==> config.mk <==
export PLATFORM = sky130hd
export DESIGN_NAME = varint_zigzag_codec_top
export DESIGN_NICKNAME = d
export VERILOG_FILES = /design/src/hdl/vzc_pkg.sv /design/src/hdl/vzc_ctrl.sv /design/src/hdl/vzc_datapath.sv /design/src/hdl/varint_zigzag_codec_top.sv
export VERILOG_INCLUDE_DIRS = /design/src /design/src/hdl
export SDC_FILE = /design/constraint.sdc
export NUM_CORES = 1
export LEC_CHECK = 0
export ABC_AREA = 1
export BUFFER_PORTS_ARGS = -buffer_cell sky130_fd_sc_hd__buf_4
export CAP_MARGIN = 5
export CORE_MARGIN = 4
export CORE_UTILIZATION = 35
export CTS_BUF_LIST = sky130_fd_sc_hd__clkbuf_8
export CTS_CLUSTER_DIAMETER = 60
export DETAILED_ROUTE_END_ITERATION = 12
export SKIP_LAST_GASP = 1
export SLEW_MARGIN = 20
export SYNTH_ARGS = -nofsm -noshare
export SYNTH_HDL_FRONTEND = slang
export SYNTH_SLANG_ARGS = --single-unit
==> constraint.sdc <==
create_clock -name clk -period 6.2 [get_ports clk]
set_clock_uncertainty 0.2 [all_clocks]
set_input_delay 0.62 -clock clk [delete_from_list [all_inputs] [get_ports clk]]
set_output_delay 0.62 -clock clk [all_outputs]
set_load 0.05 [all_outputs]
==> src/hdl/varint_zigzag_codec_top_assert.svh <==
// Assertion macros used by the varint codec datapath.
// Needs clk and rst_n in the scope where a macro is used.
`ifndef VARINT_ZIGZAG_CODEC_TOP_ASSERT_SVH
`define VARINT_ZIGZAG_CODEC_TOP_ASSERT_SVH

`ifndef NO_ASSERTIONS

// same-cycle implication
`define VZC_ASSERT_NOW(label, ante, cons) \
  label: assert property (@(posedge clk) disable iff (!rst_n) (ante) |-> (cons)) \
    else $error("assertion failed: same-cycle check");

// next-cycle implication
`define VZC_ASSERT_NEXT(label, ante, cons) \
  label: assert property (@(posedge clk) disable iff (!rst_n) (ante) |=> (cons)) \
    else $error("assertion failed: next-cycle check");

`else

`define VZC_ASSERT_NOW(label, ante, cons)
`define VZC_ASSERT_NEXT(label, ante, cons)

`endif

`endif

==> src/hdl/vzc_pkg.sv <==
// Shared types and constants for the varint / zigzag codec.
// No dependencies.
package vzc_pkg;

  localparam int unsigned VAL_W      = 64;
  localparam int unsigned BYTE_W     = 8;
  localparam int unsigned CNT_W      = 4;
  localparam int unsigned IN_DATA_W  = 80;  // 64 + 8 + 1 + 1, padded to bytes
  localparam int unsigned OUT_DATA_W = 80;  // 8 + 64 + 1, padded to bytes

  localparam logic [CNT_W-1:0] MAX_BYTES_NARROW = 4'd5;
  localparam logic [CNT_W-1:0] MAX_BYTES_WIDE   = 4'd10;
  localparam logic [CNT_W-1:0] ENC_LAST_IDX     = 4'd9;

  typedef enum logic {
    CMD_ENCODE = 1'b0,
    CMD_DECODE = 1'b1
  } cmd_t;

  typedef enum logic {
    KIND_BYTE  = 1'b0,
    KIND_VALUE = 1'b1
  } kind_t;

  // controller -> datapath
  typedef struct packed {
    logic load_enc;   // latch a value to encode
    logic emit_enc;   // emit next encoded byte to output register
    logic step_dec;   // absorb one decode byte
  } ctrl_cmd_t;

  // datapath -> controller
  typedef struct packed {
    logic enc_last;   // byte now pending is the final one
    logic dec_done;   // incoming decode byte finishes a value
  } dp_status_t;

endpackage

==> src/hdl/vzc_ctrl.sv <==
// Controller FSM for the varint codec: handshakes and sequencing.
// Depends on vzc_pkg.
module vzc_ctrl (
  input  logic               clk,
  input  logic               rst_n,
  input  logic               in_tvalid,
  output logic               in_tready,
  input  logic               in_cmd,
  output logic               out_tvalid,
  input  logic               out_tready,
  input  vzc_pkg::dp_status_t status,
  output vzc_pkg::ctrl_cmd_t  cmd
);
  import vzc_pkg::*;

  typedef enum logic [1:0] {
    ST_IDLE = 2'b01,
    ST_ENC  = 2'b10
  } state_t;

  state_t state_r, state_nxt;
  logic   out_valid_r, out_valid_nxt;
  logic   slot_free;
  logic   accept;

  assign slot_free  = !out_valid_r || out_tready;
  assign in_tready  = (state_r == ST_IDLE) && slot_free;
  assign accept     = in_tvalid && in_tready;
  assign out_tvalid = out_valid_r;

  always_comb begin
    state_nxt     = state_r;
    out_valid_nxt = out_valid_r && !out_tready;
    cmd           = '0;
    unique case (state_r)
      ST_IDLE: begin
        if (accept) begin
          if (cmd_t'(in_cmd) == CMD_ENCODE) begin
            cmd.load_enc = 1'b1;
            state_nxt    = ST_ENC;
          end else begin
            cmd.step_dec = 1'b1;
            if (status.dec_done) out_valid_nxt = 1'b1;
          end
        end
      end
      ST_ENC: begin
        if (slot_free) begin
          cmd.emit_enc  = 1'b1;
          out_valid_nxt = 1'b1;
          if (status.enc_last) state_nxt = ST_IDLE;
        end
      end
      default: state_nxt = ST_IDLE;
    endcase
  end

  always_ff @(posedge clk) begin
    if (!rst_n) begin
      state_r     <= ST_IDLE;
      out_valid_r <= 1'b0;
    end else begin
      state_r     <= state_nxt;
      out_valid_r <= out_valid_nxt;
    end
  end

endmodule

==> src/hdl/vzc_datapath.sv <==
// Datapath for the varint codec: encode shifter, decode accumulator,
// zigzag mapping and output register. Depends on vzc_pkg and the assert header.
`include "varint_zigzag_codec_top_assert.svh"

module vzc_datapath (
  input  logic                        clk,
  input  logic                        rst_n,
  input  vzc_pkg::ctrl_cmd_t          cmd,
  output vzc_pkg::dp_status_t         status,
  input  logic [vzc_pkg::VAL_W-1:0]   value_in,
  input  logic [vzc_pkg::BYTE_W-1:0]  byte_in,
  input  logic                        wide,
  input  logic                        signed_mode,
  output logic                        kind,
  output logic [vzc_pkg::BYTE_W-1:0]  byte_out,
  output logic [vzc_pkg::VAL_W-1:0]   value_out,
  output logic                        last,
  output logic                        overlong
);
  import vzc_pkg::*;

  // encode side
  logic [VAL_W-1:0] enc_val_r, enc_val_nxt;
  logic [CNT_W-1:0] enc_cnt_r, enc_cnt_nxt;
  logic [VAL_W-1:0] enc_mapped;
  logic [31:0]      enc_x;
  logic [BYTE_W-1:0] enc_byte;

  // decode side
  logic [VAL_W-1:0] acc_r, acc_nxt;
  logic [CNT_W-1:0] dec_cnt_r, dec_cnt_nxt;
  logic             in_prog_r, in_prog_nxt;
  logic             lat_wide_r, lat_wide_nxt;
  logic             lat_sgn_r, lat_sgn_nxt;

  logic             eff_wide, eff_sgn, cont;
  logic [VAL_W-1:0] acc_base, acc_sum;
  logic [CNT_W-1:0] cnt_base, cnt_inc;
  logic [5:0]       shamt;
  logic [31:0]      nx, nz;
  logic [VAL_W-1:0] dec_value;

  // output register
  logic              kind_r, last_r, ovl_r;
  logic [BYTE_W-1:0] byte_r;
  logic [VAL_W-1:0]  value_r;

  // ---------------- encode ----------------
  assign enc_x = value_in[31:0];
  always_comb begin
    if (wide)
      enc_mapped = signed_mode ? ((value_in << 1) ^ {VAL_W{value_in[VAL_W-1]}}) : value_in;
    else
      enc_mapped = signed_mode ? {32'd0, (enc_x << 1) ^ {32{enc_x[31]}}} : {32'd0, enc_x};
  end

  assign status.enc_last = (enc_val_r[VAL_W-1:7] == '0) || (enc_cnt_r == ENC_LAST_IDX);
  assign enc_byte = status.enc_last ? enc_val_r[7:0] : {1'b1, enc_val_r[6:0]};

  always_comb begin
    enc_val_nxt = enc_val_r;
    enc_cnt_nxt = enc_cnt_r;
    if (cmd.load_enc) begin
      enc_val_nxt = enc_mapped;
      enc_cnt_nxt = '0;
    end else if (cmd.emit_enc) begin
      enc_val_nxt = enc_val_r >> 7;
      enc_cnt_nxt = status.enc_last ? '0 : enc_cnt_r + 4'd1;
    end
  end

  // ---------------- decode ----------------
  // first byte of a value latches width/mode and starts from an empty accumulator
  assign eff_wide = in_prog_r ? lat_wide_r : wide;
  assign eff_sgn  = in_prog_r ? lat_sgn_r  : signed_mode;
  assign acc_base = in_prog_r ? acc_r      : '0;
  assign cnt_base = in_prog_r ? dec_cnt_r  : '0;
  assign cont     = byte_in[7];

  assign shamt   = 6'({3'd0, cnt_base} * 7'd7);   // count never passes 9
  assign acc_sum = eff_wide ? (acc_base | ({57'd0, byte_in[6:0]} << shamt))
                            : {32'd0, acc_base[31:0] | 32'({57'd0, byte_in[6:0]} << shamt)};
  assign cnt_inc = cnt_base + 4'd1;

  assign status.dec_done = !cont ||
                           (cnt_inc >= (eff_wide ? MAX_BYTES_WIDE : MAX_BYTES_NARROW));

  // zigzag unmap
  assign nx = acc_sum[31:0];
  assign nz = (nx >> 1) ^ {32{nx[0]}};
  always_comb begin
    if (eff_wide)
      dec_value = eff_sgn ? ((acc_sum >> 1) ^ {VAL_W{acc_sum[0]}}) : acc_sum;
    else
      dec_value = eff_sgn ? {{32{nz[31]}}, nz} : {32'd0, nx};
  end

  always_comb begin
    acc_nxt      = acc_r;
    dec_cnt_nxt  = dec_cnt_r;
    in_prog_nxt  = in_prog_r;
    lat_wide_nxt = lat_wide_r;
    lat_sgn_nxt  = lat_sgn_r;
    if (cmd.step_dec) begin
      lat_wide_nxt = eff_wide;
      lat_sgn_nxt  = eff_sgn;
      if (status.dec_done) begin
        acc_nxt     = '0;
        dec_cnt_nxt = '0;
        in_prog_nxt = 1'b0;
      end else begin
        acc_nxt     = acc_sum;
        dec_cnt_nxt = cnt_inc;
        in_prog_nxt = 1'b1;
      end
    end
  end

  always_ff @(posedge clk) begin
    if (!rst_n) begin
      enc_cnt_r  <= '0;
      acc_r      <= '0;
      dec_cnt_r  <= '0;
      in_prog_r  <= 1'b0;
      lat_wide_r <= 1'b0;
      lat_sgn_r  <= 1'b0;
    end else begin
      enc_cnt_r  <= enc_cnt_nxt;
      acc_r      <= acc_nxt;
      dec_cnt_r  <= dec_cnt_nxt;
      in_prog_r  <= in_prog_nxt;
      lat_wide_r <= lat_wide_nxt;
      lat_sgn_r  <= lat_sgn_nxt;
    end
  end

  always_ff @(posedge clk) begin
    enc_val_r <= enc_val_nxt;
  end

  // ---------------- output register ----------------
  always_ff @(posedge clk) begin
    if (cmd.emit_enc) begin
      kind_r  <= KIND_BYTE;
      byte_r  <= enc_byte;
      value_r <= '0;
      last_r  <= status.enc_last;
      ovl_r   <= 1'b0;
    end else if (cmd.step_dec && status.dec_done) begin
      kind_r  <= KIND_VALUE;
      byte_r  <= '0;
      value_r <= dec_value;
      last_r  <= 1'b1;
      ovl_r   <= cont;
    end
  end

  assign kind      = kind_r;
  assign byte_out  = byte_r;
  assign value_out = value_r;
  assign last      = last_r;
  assign overlong  = ovl_r;

  // ---------------- checks ----------------
  `VZC_ASSERT_NOW(a_cmd_exclusive, 1'b1, $onehot0(cmd))
  `VZC_ASSERT_NOW(a_enc_cnt_range, 1'b1, enc_cnt_r <= ENC_LAST_IDX)
  `VZC_ASSERT_NOW(a_dec_cnt_range, 1'b1, dec_cnt_r < (lat_wide_r ? MAX_BYTES_WIDE : MAX_BYTES_NARROW))
  `VZC_ASSERT_NEXT(a_dec_clears, cmd.step_dec && status.dec_done, !in_prog_r && dec_cnt_r == '0)

endmodule

==> src/hdl/varint_zigzag_codec_top.sv <==
// Top level of the base-128 varint codec with zigzag signed mapping.
// Depends on vzc_pkg, vzc_ctrl and vzc_datapath.
//
// Usage:
//   Input channel (in_*): one word per item. in_tuser is the command:
//   encode a value or decode one byte. Output channel (out_*): one word per
//   encoded byte, or one word per finished decoded value.
//   Encode: a value is loaded, then emits 1 to 5 (32-bit) or
//   1 to 10 (64-bit) bytes at one per cycle while the output is not held;
//   the input stays closed until the final byte (out_tlast high) has gone
//   into the output register. Decode: one byte per cycle while the input
//   is open. Bytes that do not end a value give no word; the ending byte
//   loads the value into the output register, visible the next cycle.
//   Width and signed mode are latched at a value's first byte. The encode
//   rate is set by the single encode shifter, one byte per cycle unless stalled.
//   Stall: a held output register closes the input (decode) or pauses the
//   encode shifter; nothing is dropped.
//   Reset (rst_n low, synchronous): output empty, decode state cleared,
//   encode sequence abandoned.
module varint_zigzag_codec_top (
  input  logic        clk,
  input  logic        rst_n,
  input  logic        in_tvalid,
  output logic        in_tready,
  // [63:0] value_in, [71:64] byte_in, [72] wide, [73] signed_mode, [79:74] zero
  input  logic [vzc_pkg::IN_DATA_W-1:0]  in_tdata,
  // [0] command
  input  logic        in_tuser,
  output logic        out_tvalid,
  input  logic        out_tready,
  // [7:0] byte_out, [71:8] value_out, [72] overlong, [79:73] zero
  output logic [vzc_pkg::OUT_DATA_W-1:0] out_tdata,
  // [0] kind
  output logic        out_tuser,
  output logic        out_tlast
);
  import vzc_pkg::*;

  ctrl_cmd_t  cmd;
  dp_status_t status;

  logic [VAL_W-1:0]  value_out;
  logic [BYTE_W-1:0] byte_out;
  logic              overlong;

  vzc_ctrl u_ctrl (
    .clk        (clk),
    .rst_n      (rst_n),
    .in_tvalid  (in_tvalid),
    .in_tready  (in_tready),
    .in_cmd     (in_tuser),
    .out_tvalid (out_tvalid),
    .out_tready (out_tready),
    .status     (status),
    .cmd        (cmd)
  );

  vzc_datapath u_dp (
    .clk         (clk),
    .rst_n       (rst_n),
    .cmd         (cmd),
    .status      (status),
    .value_in    (in_tdata[63:0]),
    .byte_in     (in_tdata[71:64]),
    .wide        (in_tdata[72]),
    .signed_mode (in_tdata[73]),
    .kind        (out_tuser),
    .byte_out    (byte_out),
    .value_out   (value_out),
    .last        (out_tlast),
    .overlong    (overlong)
  );

  // pack result word, zero padding on top
  assign out_tdata = {7'd0, overlong, value_out, byte_out};

endmodule
==> results.md <==
* Yosys cell types at 45
* NumNets Final at 2013
* Final instance area at 14640 um2
* Crit-path leading delay family: adder cells
* Crit path cell chain: nand3_2 > nand2_4 > inv_2 > ha_1 > ha_1 > inv_1 > fa_1 > nand3_2 > nor2_2 > nand2_2 > nand2_4 > nor2_2 > inv_1 > nand2_1 > nand2_1 > nand2_1 > nand2_1 > a21oi_1
* Final setup fails at 0
* Avg Cell Area, Syn at 6.899 um2
* Clk_lat worst skew at slightly below 0.6 ns
* Fillcell total at approximately 3700
* Crit path max fanout at 24
* Chip height at slightly below 200 um
* Crit end category: register
* Clock sinks at 217
* Status: finished, final reports clean
* Port bufs at 155
* Main flop type after synthesis: dfxtp_1
* Vias post-DR at 12440
* Post-synth EDFFs at 73
* Crit path time final at 4.811 ns
* GPL Wtd Cong at 0.9103
* Commonest non-fill, non-tap cells in the layout: nand2_1, o21ai_0, buf_4
* DIE WIDTH at 197.5 um
* CTS Buf Count at 41
* Final Max Tran Viols at 0
* Antenna diode count at 0
* First-pass GRT wire length at 61020 um
* Number of global-route vias before repair at 11590
* Multi-input gate area at 6550 um2
* Total Die Area at 39010 um2
* DP Area at 13900 um2
* Max Cap Viol at 0
* Area Overhead vs Synth at 16.50%
* CTS max path bufs at 3
* H-tree depth at 2
* Postcts setup bufs at 0
* DP HPWL at 26370 um
* Detailed-route DRC error count at 0
* Clock slew at reported path FFs at ~0.060 ns
* Power Dens Cells at 324.7 nW/um2
* Iter 0 DRT Violations at 811
* Final cell utilization of the core at approximately two fifths
* WS Path Type: register to register
* Buf/Inv on CP at 3
* IO Pins at 169
* Min-Delay Path Class: input pin to register
* Max Fclk at a little over 0.2 GHz
* Routed WL at 38520 um
* Max incr delay on CP at 0.99 ns
* WL/cell at 16.03 um
* Hold_buf cts at 0
* Cell mode on critical path: nand2_1
* Register area share after synthesis at around two fifths
* Initial antenna violation count at 0
* Pin count of the biggest net entering global routing at 85
* Total power at approximately 4.8 mW
* Share of post-route cells with drive strength above 1 at 14.17%
* Synth Register Bits at 217
* Final Cycle Share at between 70% and 80%
* Root buffer cell: clkbuf_8
* DRT antenna net count at 0
* TNS Setup at 0 ns
* Flip-flop and latch area at 5076 um2
* Post-Syn Instances at 1822
* Row count at 69
* CP required at 6.43 ns
* GRT overflow at 0
* Crit path max-delay cell type: fa_1
* CTS tree: yes
* Synthesized cell area at 12570 um2
* RSZ-0062 raised after global routing: no
* Drt first pass iters at 5
* Final hold violation count at 0
* Commonest non-fill, non-tap cell in the layout: nand2_1
* Max IR drop VDD at ~360 uV
* Drt via density at 5.177
* Worst-Margin Slew at between 1 and 1.5 ns
* GRT Total Usage at 19.04%
* Rel. slew slack at 31.80%
* Worst endpoint data arrival time at 5.04 ns
* CTS-repair resized insts at 0
* Synth Warn # at 0
* Asr flop ratio synth at 0%
* Static Leak at about 6.3 nW
* Initial Utilization at 35.42%
* Core box area at 35480 um2
* Worst setup SP type: register
[worst paths after layout]
path / slack, ns / start / cells after the start / end
max: 1.39 / u_dp.in_prog_r / 18 / u_dp.value_out[41]
min: 0.11 / rst_n / 2 / u_ctrl.state_r[0]
max reg2reg: 1.39 / u_dp.in_prog_r / 18 / u_dp.value_out[41]
min reg2reg: 0.25 / u_dp.value_out[9] / 2 / u_dp.value_out[9]
[stage by stage]
stage	hold slack, ns	cells	setup WS [ns]
3_3_place_gp	0.2411	2331	1.472
4_1_cts	0.07799	2402	1.359
2_1_floorplan	0.2410	1828	2.092
6_report	0.1085	2402	1.389
3_5_place_dp	0.2463	2332	1.387
5_1_grt	0.08884	2402	0.9958
[state kept, by name, summed over array words and instances, names as in the netlist, 2 cells and up]
signal / cells
u_dp.acc_r: 64
u_dp.enc_val_r: 64
u_dp.value_out: 64
u_dp.byte_out: 8
u_dp.dec_cnt_r: 4
u_dp.enc_cnt_r: 4
u_ctrl.state_r: 2
[cells in the mapped netlist (3+ instances only)]
| master | instances | area [um2] |
|---|---|---|
| nor4_1 | 14 | 87.58 |
| xnor2_1 | 18 | 157.7 |
| o22ai_1 | 25 | 156.4 |
| o211ai_1 | 7 | 52.55 |
| buf_4 | 13 | 97.59 |
| nand2_2 | 8 | 50.05 |
| ha_1 | 13 | 162.7 |
| nor2_1 | 104 | 390.4 |
| nand4_1 | 43 | 269.0 |
| inv_1 | 84 | 315.3 |
| a21oi_1 | 119 | 595.6 |
| o21ai_1 | 27 | 135.1 |
| a22oi_1 | 5 | 37.54 |
| o2111ai_1 | 4 | 35.03 |
| o21ai_2 | 6 | 52.55 |
| buf_1 | 17 | 63.81 |
| xor2_1 | 24 | 210.2 |
| buf_6 | 6 | 67.56 |
| clkbuf_1 | 64 | 240.2 |
| nand3_2 | 3 | 30.03 |
| nand3_1 | 117 | 585.6 |
| edfxtp_1 | 73 | 2192 |
| inv_2 | 11 | 41.29 |
| nor2_2 | 4 | 25.02 |
| nand2_1 | 635 | 2384 |
| dfxtp_1 | 144 | 2883 |
| o21ai_0 | 178 | 890.9 |
| buf_2 | 33 | 165.2 |
[power breakdown]
part / total (mW) / internal, mW / leakage (nW) / switching [mW]
registers: 1.84 / 1.72 / 1.87 / 0.121
clock network: 1.33 / 0.686 / 0.441 / 0.643
logic: 1.58 / 0.449 / 3.99 / 1.13
total: 4.75 / 2.86 / 6.30 / 1.90
[kinds of logic (layout without fill, tap and decap cells)]
logic type	after synthesis	in the layout	share of synthesized area, %
AOI/OAI and AO/OA	381	381	16.21
xor gates and xnor gates	42	42	2.927
adders and majority gates	14	14	1.453
buffers and inverters	228	341	7.884
DFF	217	217	40.37
other	1	7	0.02983
and+or+nand+nor	939	939	31.13
[metal layers]
layer / GRT usage [%] / part of all wire, % / up-vias
li1: - / - / 6247
met1: 23.95 / 42 / 5746
met2: 32.86 / 49 / 368
met3: 3.650 / 5.9 / 74
met4: 6.401 / 3.3 / 0
met5: 0 / 0 / -
[final cells by class]
type,count,area share (%)
sequential,217,34.66
inverter,95,2.435
multi-input combinational,1383,44.73
timing repair buffer,176,9.159
clock inverter,27,1.034
tap,461,3.939
clock buffer,43,4.041
(Power assumes the default switching activity.)
